**src/sv/lru_key_value_cache_assert.svh**
```systemverilog
// ----------------------------------------------------------------------------
// LRU key/value cache assertion macros
// Shared concurrent assertion wrappers, clocked on clk_i and held off in reset.
// ----------------------------------------------------------------------------
`ifndef LRU_KEY_VALUE_CACHE_ASSERT_SVH
`define LRU_KEY_VALUE_CACHE_ASSERT_SVH

// Property that must hold at every clock edge out of reset
`define LKV_ASSERT(name, prop, msg) \
  name: assert property (@(posedge clk_i) disable iff (!rst_ni) (prop)) else $error(msg);

// Implication checked in the cycle after the antecedent
`define LKV_ASSERT_NEXT(name, ante, cons, msg) \
  name: assert property (@(posedge clk_i) disable iff (!rst_ni) (ante) |=> (cons)) else $error(msg);

`endif

```
**src/sv/lkv_pkg.sv**
```systemverilog
// ----------------------------------------------------------------------------
// LRU key/value cache package
// Sizes, operation codes and the entry record that moves along the cell chain.
// ----------------------------------------------------------------------------
`default_nettype none

package lkv_pkg;

  localparam int unsigned ENTRIES   = 16;
  localparam int unsigned KEY_W     = 32;
  localparam int unsigned VALUE_W   = 32;
  localparam int unsigned CAP_W     = 5;
  localparam int unsigned CNT_W     = $clog2(ENTRIES + 1);
  localparam logic [CAP_W-1:0] CAP_RESET = CAP_W'(16);

  // Operation carried in tuser
  typedef enum logic {
    ACT_GET = 1'b0,
    ACT_PUT = 1'b1
  } action_e;

  // One cache entry
  typedef struct packed {
    logic               valid;
    logic [KEY_W-1:0]   key;
    logic [VALUE_W-1:0] value;
  } entry_t;

endpackage

`default_nettype wire

```
**src/sv/lkv_cell.sv**
```systemverilog
// ----------------------------------------------------------------------------
// LRU key/value cache cell
// One slot of the recency-ordered chain: holds an entry, compares it against
// the lookup key and takes its neighbor's entry when told to shift.
// ----------------------------------------------------------------------------
`default_nettype none

module lkv_cell import lkv_pkg::*; (
  input  wire logic             clk_i,
  input  wire logic             rst_ni,
  input  wire logic             shift_i,   // load entry_i this cycle
  input  wire entry_t           entry_i,   // entry from the more recent neighbor
  input  wire logic [KEY_W-1:0] key_i,     // lookup key
  output logic                  match_o,
  output entry_t                entry_o
);

  logic               valid_q;
  logic [KEY_W-1:0]   key_q;
  logic [VALUE_W-1:0] value_q;

  // Valid mark, cleared at reset
  always_ff @(posedge clk_i or negedge rst_ni) begin
    if (!rst_ni) begin
      valid_q <= 1'b0;
    end else if (shift_i) begin
      valid_q <= entry_i.valid;
    end
  end

  // Payload, no reset
  always_ff @(posedge clk_i) begin
    if (shift_i) begin
      key_q   <= entry_i.key;
      value_q <= entry_i.value;
    end
  end

  // Key compare
  assign match_o = valid_q && (key_q == key_i);

  assign entry_o = '{valid: valid_q, key: key_q, value: value_q};

endmodule

`default_nettype wire

```
**src/sv/lru_key_value_cache.sv**
```systemverilog
// ----------------------------------------------------------------------------
// LRU key/value cache
// Fully associative key/value store with least-recently-used replacement.
// ----------------------------------------------------------------------------
// The entries sit in a chain of cells kept in recency order: cell 0 holds the
// most recent entry and the live entries fill the chain from cell 0 without
// gaps. Each transaction on the slave side is a get (tuser = 0) or a put
// (tuser = 1). All cells compare the key at once; a hit, or an insert, moves
// the entry to cell 0 while the cells ahead of it shift one place down, and an
// insert at capacity drops the last live cell, whose key is reported. Every
// transaction goes through the compare-and-shift step and yields one result
// in an output register, so one item per cycle is sustained while the master
// side takes results. The user must write capacity only while the block is
// idle (the block does not enforce this); zero counts as 1, above 16 as 16.
`default_nettype none

`include "lru_key_value_cache_assert.svh"

module lru_key_value_cache import lkv_pkg::*; (
  input  wire logic             clk_i,
  input  wire logic             rst_ni,
  // Configuration
  input  wire logic             cfg_we_i,
  input  wire logic [CAP_W-1:0] cfg_wdata_i,     // capacity
  // Slave side
  input  wire logic             s_axis_tvalid,
  output logic                  s_axis_tready,
  input  wire logic [63:0]      s_axis_tdata,    // [31:0] key, [63:32] write_value
  input  wire logic [0:0]       s_axis_tuser,    // [0] action
  // Master side
  output logic                  m_axis_tvalid,
  input  wire logic             m_axis_tready,
  output logic [63:0]           m_axis_tdata,    // [31:0] read_value, [63:32] evicted_key
  output logic [1:0]            m_axis_tuser     // [0] hit, [1] evicted
);

  logic [CAP_W-1:0] cap_q;
  logic [CNT_W-1:0] count_q, eff_cap;

  logic               accept;
  action_e            action;
  logic [KEY_W-1:0]   key;
  logic [VALUE_W-1:0] wval;

  entry_t               cell_in  [ENTRIES];
  entry_t               cell_out [ENTRIES];
  logic [ENTRIES-1:0]   match, valid_vec, last_vec, sel_vec, shift_vec;
  logic                 hit, do_insert, do_evict, do_shift;
  logic [VALUE_W-1:0]   hit_value;
  logic [KEY_W-1:0]     evict_key;
  entry_t               head;

  logic        out_valid_q;
  logic [63:0] out_data_q;
  logic [1:0]  out_user_q;

  // Capacity register
  always_ff @(posedge clk_i or negedge rst_ni) begin
    if (!rst_ni) begin
      cap_q <= CAP_RESET;
    end else if (cfg_we_i) begin
      cap_q <= cfg_wdata_i;
    end
  end

  assign eff_cap = (cap_q == '0)                ? CNT_W'(1) :
                   (cap_q > CAP_W'(ENTRIES))    ? CNT_W'(ENTRIES) : CNT_W'(cap_q);

  // Input unpacking
  assign s_axis_tready = !out_valid_q || m_axis_tready;
  assign accept        = s_axis_tvalid && s_axis_tready;
  assign action        = action_e'(s_axis_tuser[0]);
  assign key           = s_axis_tdata[KEY_W-1:0];
  assign wval          = s_axis_tdata[63:32];

  // Cell chain
  for (genvar i = 0; i < ENTRIES; i++) begin : g_cell
    if (i == 0) begin : g_head
      assign cell_in[i] = head;
    end else begin : g_link
      assign cell_in[i] = cell_out[i-1];
    end

    lkv_cell u_cell (
      .clk_i   (clk_i),
      .rst_ni  (rst_ni),
      .shift_i (shift_vec[i]),
      .entry_i (cell_in[i]),
      .key_i   (key),
      .match_o (match[i]),
      .entry_o (cell_out[i])
    );

    assign valid_vec[i] = cell_out[i].valid;

    // Last live cell holds the least recent entry
    if (i == ENTRIES - 1) begin : g_tail
      assign last_vec[i] = valid_vec[i];
    end else begin : g_mid
      assign last_vec[i] = valid_vec[i] && !cell_out[i+1].valid;
    end
  end

  // Operation decode
  assign hit       = |match;
  assign do_insert = (action == ACT_PUT) && !hit;
  assign do_evict  = do_insert && (count_q >= eff_cap);
  assign do_shift  = accept && (hit || do_insert);

  // Hit value and evicted key, one-hot selects
  always_comb begin
    hit_value = '0;
    evict_key = '0;
    for (int i = 0; i < ENTRIES; i++) begin
      hit_value = hit_value | ({VALUE_W{match[i]}} & cell_out[i].value);
      evict_key = evict_key | ({KEY_W{last_vec[i]}} & cell_out[i].key);
    end
  end

  // Cells up to the selected one shift one place down
  always_comb begin
    priority if (hit) begin
      sel_vec = match;
    end else if (do_evict) begin
      sel_vec = last_vec;
    end else begin
      sel_vec = '1;
    end
  end

  always_comb begin
    for (int i = 0; i < ENTRIES; i++) begin
      shift_vec[i] = do_shift && |(sel_vec & ~((ENTRIES'(1) << i) - ENTRIES'(1)));
    end
  end

  // New most recent entry
  assign head = '{valid: 1'b1,
                  key:   key,
                  value: (hit && action == ACT_GET) ? hit_value : wval};

  // Live count
  always_ff @(posedge clk_i or negedge rst_ni) begin
    if (!rst_ni) begin
      count_q <= '0;
    end else if (accept && do_insert && !do_evict) begin
      count_q <= count_q + CNT_W'(1);
    end
  end

  // Output register
  always_ff @(posedge clk_i or negedge rst_ni) begin
    if (!rst_ni) begin
      out_valid_q <= 1'b0;
    end else if (accept) begin
      out_valid_q <= 1'b1;
    end else if (m_axis_tready) begin
      out_valid_q <= 1'b0;
    end
  end

  always_ff @(posedge clk_i) begin
    if (accept) begin
      out_data_q[31:0]  <= (hit && action == ACT_GET) ? hit_value : '1;
      out_data_q[63:32] <= do_evict ? evict_key : '0;
      out_user_q        <= {do_evict, hit};
    end
  end

  assign m_axis_tvalid = out_valid_q;
  assign m_axis_tdata  = out_data_q;
  assign m_axis_tuser  = out_user_q;

  // Assertions
  `LKV_ASSERT(a_unique_key, $onehot0(match), "key present in more than one cell")
  `LKV_ASSERT(a_live_count, $countones(valid_vec) == int'(count_q), "live count mismatch")
  `LKV_ASSERT(a_packed_chain, ((valid_vec + ENTRIES'(1)) & valid_vec) == '0, "gap in chain")
  `LKV_ASSERT_NEXT(a_evict_keeps, accept && do_evict, $stable(count_q), "count moved on evict")

endmodule

`default_nettype wire

```
**config.mk**
```make
export PLATFORM = sky130hd
export DESIGN_NAME = lru_key_value_cache
export DESIGN_NICKNAME = d
export VERILOG_FILES = /design/src/sv/lkv_pkg.sv /design/src/sv/lkv_cell.sv /design/src/sv/lru_key_value_cache.sv
export VERILOG_INCLUDE_DIRS = /design/src /design/src/sv
export SDC_FILE = /design/constraint.sdc
export NUM_CORES = 1
export LEC_CHECK = 0
export BUFFER_PORTS_ARGS = -buffer_cell sky130_fd_sc_hd__buf_2
export CAP_MARGIN = 30
export CORE_ASPECT_RATIO = 0.7
export CORE_UTILIZATION = 45
export CTS_BUF_LIST = sky130_fd_sc_hd__clkbuf_8
export CTS_CLUSTER_DIAMETER = 100
export CTS_CLUSTER_SIZE = 20
export DETAILED_ROUTE_END_ITERATION = 12
export HOLD_SLACK_MARGIN = 0.06
export PLACE_DENSITY_LB_ADDON = 0.25
export REMOVE_ABC_BUFFERS = 1
export SYNTH_ARGS = -nofsm -noshare
export SYNTH_HDL_FRONTEND = slang
export SYNTH_SLANG_ARGS = --single-unit
```
**constraint.sdc**
```tcl
create_clock -name clk_i -period 7.45 [get_ports clk_i]
set_clock_uncertainty 0.2 [all_clocks]
set_input_delay 0.745 -clock clk_i [delete_from_list [all_inputs] [get_ports clk_i]]
set_output_delay 0.745 -clock clk_i [all_outputs]
set_load 0.05 [all_outputs]
```
* Word-level counts from Yosys, hierarchy flattened
Cells that the tools add are included.
** Operators by class
- Equal/unequal tests :: 16
- Bitwise logic cells :: 63
- Add/sub/neg operators :: 1
- Order comparisons :: 2
- Reductions and logical operators :: 92
- Multiplexer cells :: 7
** Operators by type and width (number)
- 32-bit AND :: 32
- 32-bit OR :: 30
- 32-bit == test :: 16
- 1-bit logical AND :: 54
- 16-bit two-way mux :: 2
- 32-bit two-way mux :: 1
- 16-bit OR reduction :: 2
- 1-bit logical NOT :: 18
- 15-bit OR reduction :: 1
- 14-bit OR reduction :: 1
- 13-bit OR reduction :: 1
- 12-bit OR reduction :: 1
- 11-bit OR reduction :: 1
- 5-bit two-way mux :: 2
- 10-bit OR reduction :: 1
- 9-bit OR reduction :: 1
- 8-bit OR reduction :: 1
- 7-bit OR reduction :: 1
- 6-bit OR reduction :: 1
- 5-bit by 1-bit adder with 5-bit output (second input constant) :: 1
- 5-bit >= comparator :: 1
- 5-bit > comparator (second input constant) :: 1
- 5-bit logical NOT :: 1
- 5-bit OR reduction :: 1
- other kinds (7) :: 9
** Storage, ports and cells
- Register bits after elaboration :: 1117
- Logic and storage cells :: 235
- Output and inout bits :: 68

* Depth between registers and ports, before layout
- Word-level depth :: 19
- Depth in mapped cells :: 14
- Mapped depth without buffers :: 14

* Hierarchy
From an unflattened synthesis, not the netlist that was laid out.
** Second synthesis, totals
- Cells, all modules :: 2851
- Area, all modules :: 46218.1 um2
** By module, submodules not included
- lkv_cell :: cells an instance 111, seq. area each 1946.9 um2, times used 16, area each 2321.0 um2
- lru_key_value_cache :: cells an instance 1075, seq. area each 2258.4 um2, times used 1, area each 9082.5 um2

* Worst setup path before layout
No wires, ideal clock.
- Path type :: in2reg
- Start :: input port s_axis_tdata[2]
- End :: register g_cell[9].u_cell.valid_q
- Arrival time :: 6.456 ns
- Slack :: 0.714 ns
- Data required time :: 7.170 ns
- Stages on the path :: 13
- Library setup time :: 0.080 ns
- Cells stage by stage :: buf_2 -> buf_6 -> xor2_1 -> nor4_1 -> nand4_1 -> nor4_4 -> nor2_1 -> nand4_2 -> nor2_2 -> buf_6 -> mux2i_1 -> a21oi_1 -> mux2_2
** Between the ends
- Word-level cells in the longest chain between the ends :: 10
- Elaborated cells between the ends (all ways) :: 42
** RTL lines
- from (decl) :: line lru_key_value_cache.sv:28 : input wire logic [63:0] s_axis_tdata,
- 32-bit == test :: line lkv_cell.sv:40 : assign match_o = valid_q && (key_q == key_i);
- 1-bit logical AND :: line lkv_cell.sv:40
- 16-bit OR reduction :: line lru_key_value_cache.sv:105 : assign hit = |match;
- 1-bit logical NOT :: line lru_key_value_cache.sv:106 : assign do_insert = (action == ACT_PUT) && !hit;
- 1-bit logical AND :: line lru_key_value_cache.sv:106
- 1-bit logical AND :: line lru_key_value_cache.sv:107 : assign do_evict = do_insert && (count_q >= eff_cap);
- 16-bit two-way mux :: line lru_key_value_cache.sv:124 : end else if (do_evict) begin
- 16-bit two-way mux :: line lru_key_value_cache.sv:122 : priority if (hit) begin
- 7-bit OR reduction :: line lru_key_value_cache.sv:133 : shift_vec[i] = do_shift && |(sel_vec & ~((ENTRIES'(1) << i) - ENTRIES'(1)));
- 1-bit logical AND (*) :: line lru_key_value_cache.sv:133
- via g_cell[9].u_cell.shift_i :: line lkv_cell.sv:11 : input wire logic shift_i,
- to (signal assigned) :: line lkv_cell.sv:27 : valid_q <= entry_i.valid;
- to (decl) :: line lkv_cell.sv:18 : logic valid_q;
The timed path passes the listed nets; every way through them passes the cells marked *.
A chain may end at the register's enable or synchronous reset.

* Worst setup path after layout
- Start :: register g_cell[10].u_cell.key_q[27]
- End :: register g_cell[3].u_cell.value_q[30] (enable)
** Between the ends
- Word-level cells in the longest chain between the ends :: 10
- Elaborated cells between the ends (all ways) :: 12
** RTL lines
- from (decl) :: line lkv_cell.sv:19 : logic [KEY_W-1:0] key_q;
- from (signal assigned) :: line lkv_cell.sv:34 : key_q <= entry_i.key;
- 32-bit == test (*) :: line lkv_cell.sv:40
- 1-bit logical AND (*) :: line lkv_cell.sv:40
- 16-bit OR reduction :: line lru_key_value_cache.sv:105
- 1-bit logical NOT :: line lru_key_value_cache.sv:106
- 1-bit logical AND :: line lru_key_value_cache.sv:106
- 1-bit logical AND :: line lru_key_value_cache.sv:107
- 16-bit two-way mux :: line lru_key_value_cache.sv:124
- 16-bit two-way mux :: line lru_key_value_cache.sv:122
- 13-bit OR reduction :: line lru_key_value_cache.sv:133
- 1-bit logical AND (*) :: line lru_key_value_cache.sv:133
- via g_cell[3].u_cell.shift_i :: line lkv_cell.sv:11
- to (signal assigned) :: line lkv_cell.sv:35 : value_q <= entry_i.value;
- to (decl) :: line lkv_cell.sv:20 : logic [VALUE_W-1:0] value_q;
Marks and branches as above.

==> summary.txt <==
Logic synthesis
  – Most frequent cell after synthesis: edfxtp_1
  – Prevailing post-synth register cell: edfxtp_1
  – Synth top area share: 69.5%
  – EDFF count, synth: 1090
  – Top area cells in the synthesized netlist: edfxtp_1 (69%), xor2_1 (6.9%), a22oi_1 (6.2%)
  – Post-synth cell types: 61
  – Async SR Flop Fraction: 2.42%
  – Synth Area per Inst: 15.6 µm²
  – Post-Syn Instances: 3018
  – Synth warnings: 0
  – Dominant cell type by area after synthesis: edfxtp_1
  – Mapped cell area: 47100 µm²
  – Synth Register Bits: 1117
  – Top cells by count, synth: edfxtp_1 (1090), a22oi_1 (391), xor2_1 (371), xnor2_1 (134), nand4_1 (107)
  – Seq/Total Area, Yosys: 70.9%

CTS
  – Reg clk slew, reported paths: 0.13 ns
  – Cts bufs inserted: 66
  – Clock root buffer master: clkbuf_8
  – Clock buffer depth: 3
  – H-tree depth: 3
  – Post-cts resize count: 0
  – # clock sinks: 1117
  – Worst-Skew Late Latency: 0.79 ns
  – CTS Hold Bufs: 30
  – Post-CTS setup buffers: 0
  – CTS tree: done

Power
  – Leakage Power: 16.5 nW
  – Worst vdd ir: 0.359 mV
  – Pwr Density: 263 nW/µm²
  – Power Total: 13.5 mW

Layout
  – Final Core Density: 49.8%
  – Footprint of the multi-input gates: 13000 µm²
  – Fin cells: 4550
  – Layout net count: 3253
  – Register Area: 33400 µm²
  – Fillers: 8573
  – Design area: 51200 µm²
  – Share of layout cells above drive strength 1: 13.5%
  – Area Growth Syn to Fin: 8.71%

Global route
  – Initial antenna violation count: 8
  – Gr usage total: 35.3%
  – Grt total ovfl: 0
  – Vias in the first global route: 29700
  – Global-route wire length before repair: 257 mm
  – Largest net degree at the start of global routing: 66

Floorplan
  – Die H: 273 µm
  – Row count: 98
  – I/O pin total: 143
  – Starting Density: 45.8%
  – Full die area: 106000 µm²
  – Die X: 389 µm
  – Core Region: 103000 µm²

Drt
  – WL final: 190 mm
  – 1st-iter DRT viols: 6053
  – Via count: 31900
  – Routed len/inst: 41.8 µm
  – Post-route ant nets: 0
  – Drt drc: 0
  – Via-to-Cell Ratio: 7.02
  – First-pass detailed-route iteration total: 6

Timing
  – Max Fclk: 186 MHz
  – Hold WS: 0.101 ns
  – Slew Limit Fails: 0
  – Final-report hold violation count: 0
  – Slew @ Worst Pin: 1.18 ns
  – Unrepaired setup endpoints after global routing: false
  – Fin crit share: 72.3%
  – Final setup fails: 0
  – Worst slew margin: 20.9%
  – Tmin final: 5.38 ns

Placed design
  – RePlAce Congestion: 1.16
  – Placed Cells: 4414
  – Post-DP HPWL: 125 mm
  – Post-DP Area: 49800 µm²
  – Port bufs: 142

Worst setup path
  – CP max FO: 35
  – CP endpoint: g_cell[3].u_cell.value_q[30]
  – Flop2flop setup slack: 2.07 ns
  – Path type of the worst setup path: reg2reg
  – Crit-path cells: xnor2_1 > nand4_1 > nor4_4 > buf_4 > inv_1 > and4_1 > a21oi_2 > o21ai_1 > clkinv_2 > buf_12 > buf_4
  – Worst Setup End Kind: flop
  – Crit path arrival time: 5.64 ns
  – Crit path from: g_cell[10].u_cell.key_q[27]
  – Most used cell, CP: buf_4
  – CP required: 7.71 ns
  – Delay of the slowest critical-path stage: 0.86 ns
  – Worst r2r path cells: 11
  – Startpoint Class: flop
  – FF-to-FF End: g_cell[3].u_cell.value_q[30]
  – Worst R2R Start: g_cell[10].u_cell.key_q[27]
  – Crit path max-delay cell type: xnor2_1

Run status
  – Status: completed

Min path
  – Min-Delay Path Class: in2reg

Flow run
  – MaxCap Viol Count: 0
per-layer routing:
| metal | vias up | GRT usage, % | part of all wire (%) |
|---|---|---|---|
| met4 | 8 | 7.33 | 2.7 |
| met1 | 16400 | 52.2 | 40 |
| met3 | 338 | 16.4 | 18 |
| met2 | 3069 | 46.9 | 39 |
| met5 | - | 0 | 0.11 |
| li1 | 12100 | - | - |
worst max-delay path: cells and delay by family, from the launching register on:
family | cells | cell delay, ns
xor+xnor | 1 | 0.86
simple gates | 3 | 1.06
flops | 1 | 0.48
buf+inv | 5 | 1.78
compound gates | 2 | 0.50
worst min path at each step:
| stage | startpoint | end | slack, ns | depth (start not counted) |
|---|---|---|---|---|
| final | s_axis_tdata[49] | g_cell[0].u_cell.value_q[17] | 0.10 | 2 |
| after global routing | s_axis_tdata[49] | g_cell[0].u_cell.value_q[17] | 0.06 | 2 |
| after CTS | s_axis_tdata[49] | g_cell[0].u_cell.value_q[17] | 0.07 | 2 |
| after detailed placement | g_cell[11].u_cell.value_q[22] | g_cell[12].u_cell.value_q[22] | 0.24 | 0 |
| after global placement | g_cell[5].u_cell.value_q[28] | g_cell[6].u_cell.value_q[28] | 0.23 | 0 |
| after floorplan | g_cell[10].u_cell.value_q[10] | g_cell[11].u_cell.value_q[10] | 0.23 | 0 |
state kept, by name, indices dropped and copies added (netlist names):
signal and count:
m_axis_tuser 2, g_cell.u_cell.value_q 512, g_cell.u_cell.key_q 512, g_cell.u_cell.valid_q 16, m_axis_tvalid 1, count_q 5
cap_q 5, m_axis_tdata 64
cell families (layout without fill, tap and decap cells):
group                    after synthesis  count (layout)  share of synthesized area, %
XOR/XNOR                             505             505                          9.39
other                                  0               9                             0
AND/OR/NAND/NOR                      579             579                          7.27
AO/OA/AOI/OAI                        581             581                          9.49
buffers and inverters                206             379                          2.20
multiplexers                          24              24                         0.579
adder cells (fa/ha/maj)                6               6                         0.159
flip-flops                          1117            1117                          70.9
power by group:
part           switching, mW  internal [mW]
Sequential             0.333           7.33
Clock                   2.02          0.884
Combinational           2.15          0.777
final cells by class:
class                           instances  share of cell area (%)
Clock inverter                         20                   0.281
Sequential cell                      1117                    65.2
Multi-Input combinational cell       1695                    25.3
Tap cell                             1350                    3.30
Clock buffer                           67                    1.80
Antenna cell                            9                  0.0440
Inverter                               16                   0.132
Timing Repair Buffer                  276                    3.91
through the flow:
step / setup TNS (ns) / setup slack (ns)
4_1_cts: 0 / 2.27
6_report: 0 / 2.07
3_3_place_gp: 0 / 1.11
2_1_floorplan: -32.31 / -0.277
5_1_grt: 0 / 2.21
3_5_place_dp: 0 / 1.64
layout by cell type, fill, tap and decap left out, types with 6 or more instances in the layout:
master	instances
a21oi_4	6
a221oi_1	61
a22o_1	51
a22oi_1	391
buf_12	18
buf_2	150
buf_4	72
clkbuf_8	67
dfrtp_1	25
diode_2	9
dlygate4sd3_1	31
edfxtp_1	1090
ha_1	6
inv_1	24
mux2_1	8
mux2_2	14
nand2_1	54
nand2b_1	13
nand3_1	87
nand4_1	107
nor2_1	91
nor2_4	6
nor2b_4	14
nor3_1	32
nor4_1	94
nor4_4	9
o21a_1	32
o21ai_0	14
or3_1	7
or3_4	30
xnor2_1	134
xor2_1	371
(Power assumes the default switching activity.)
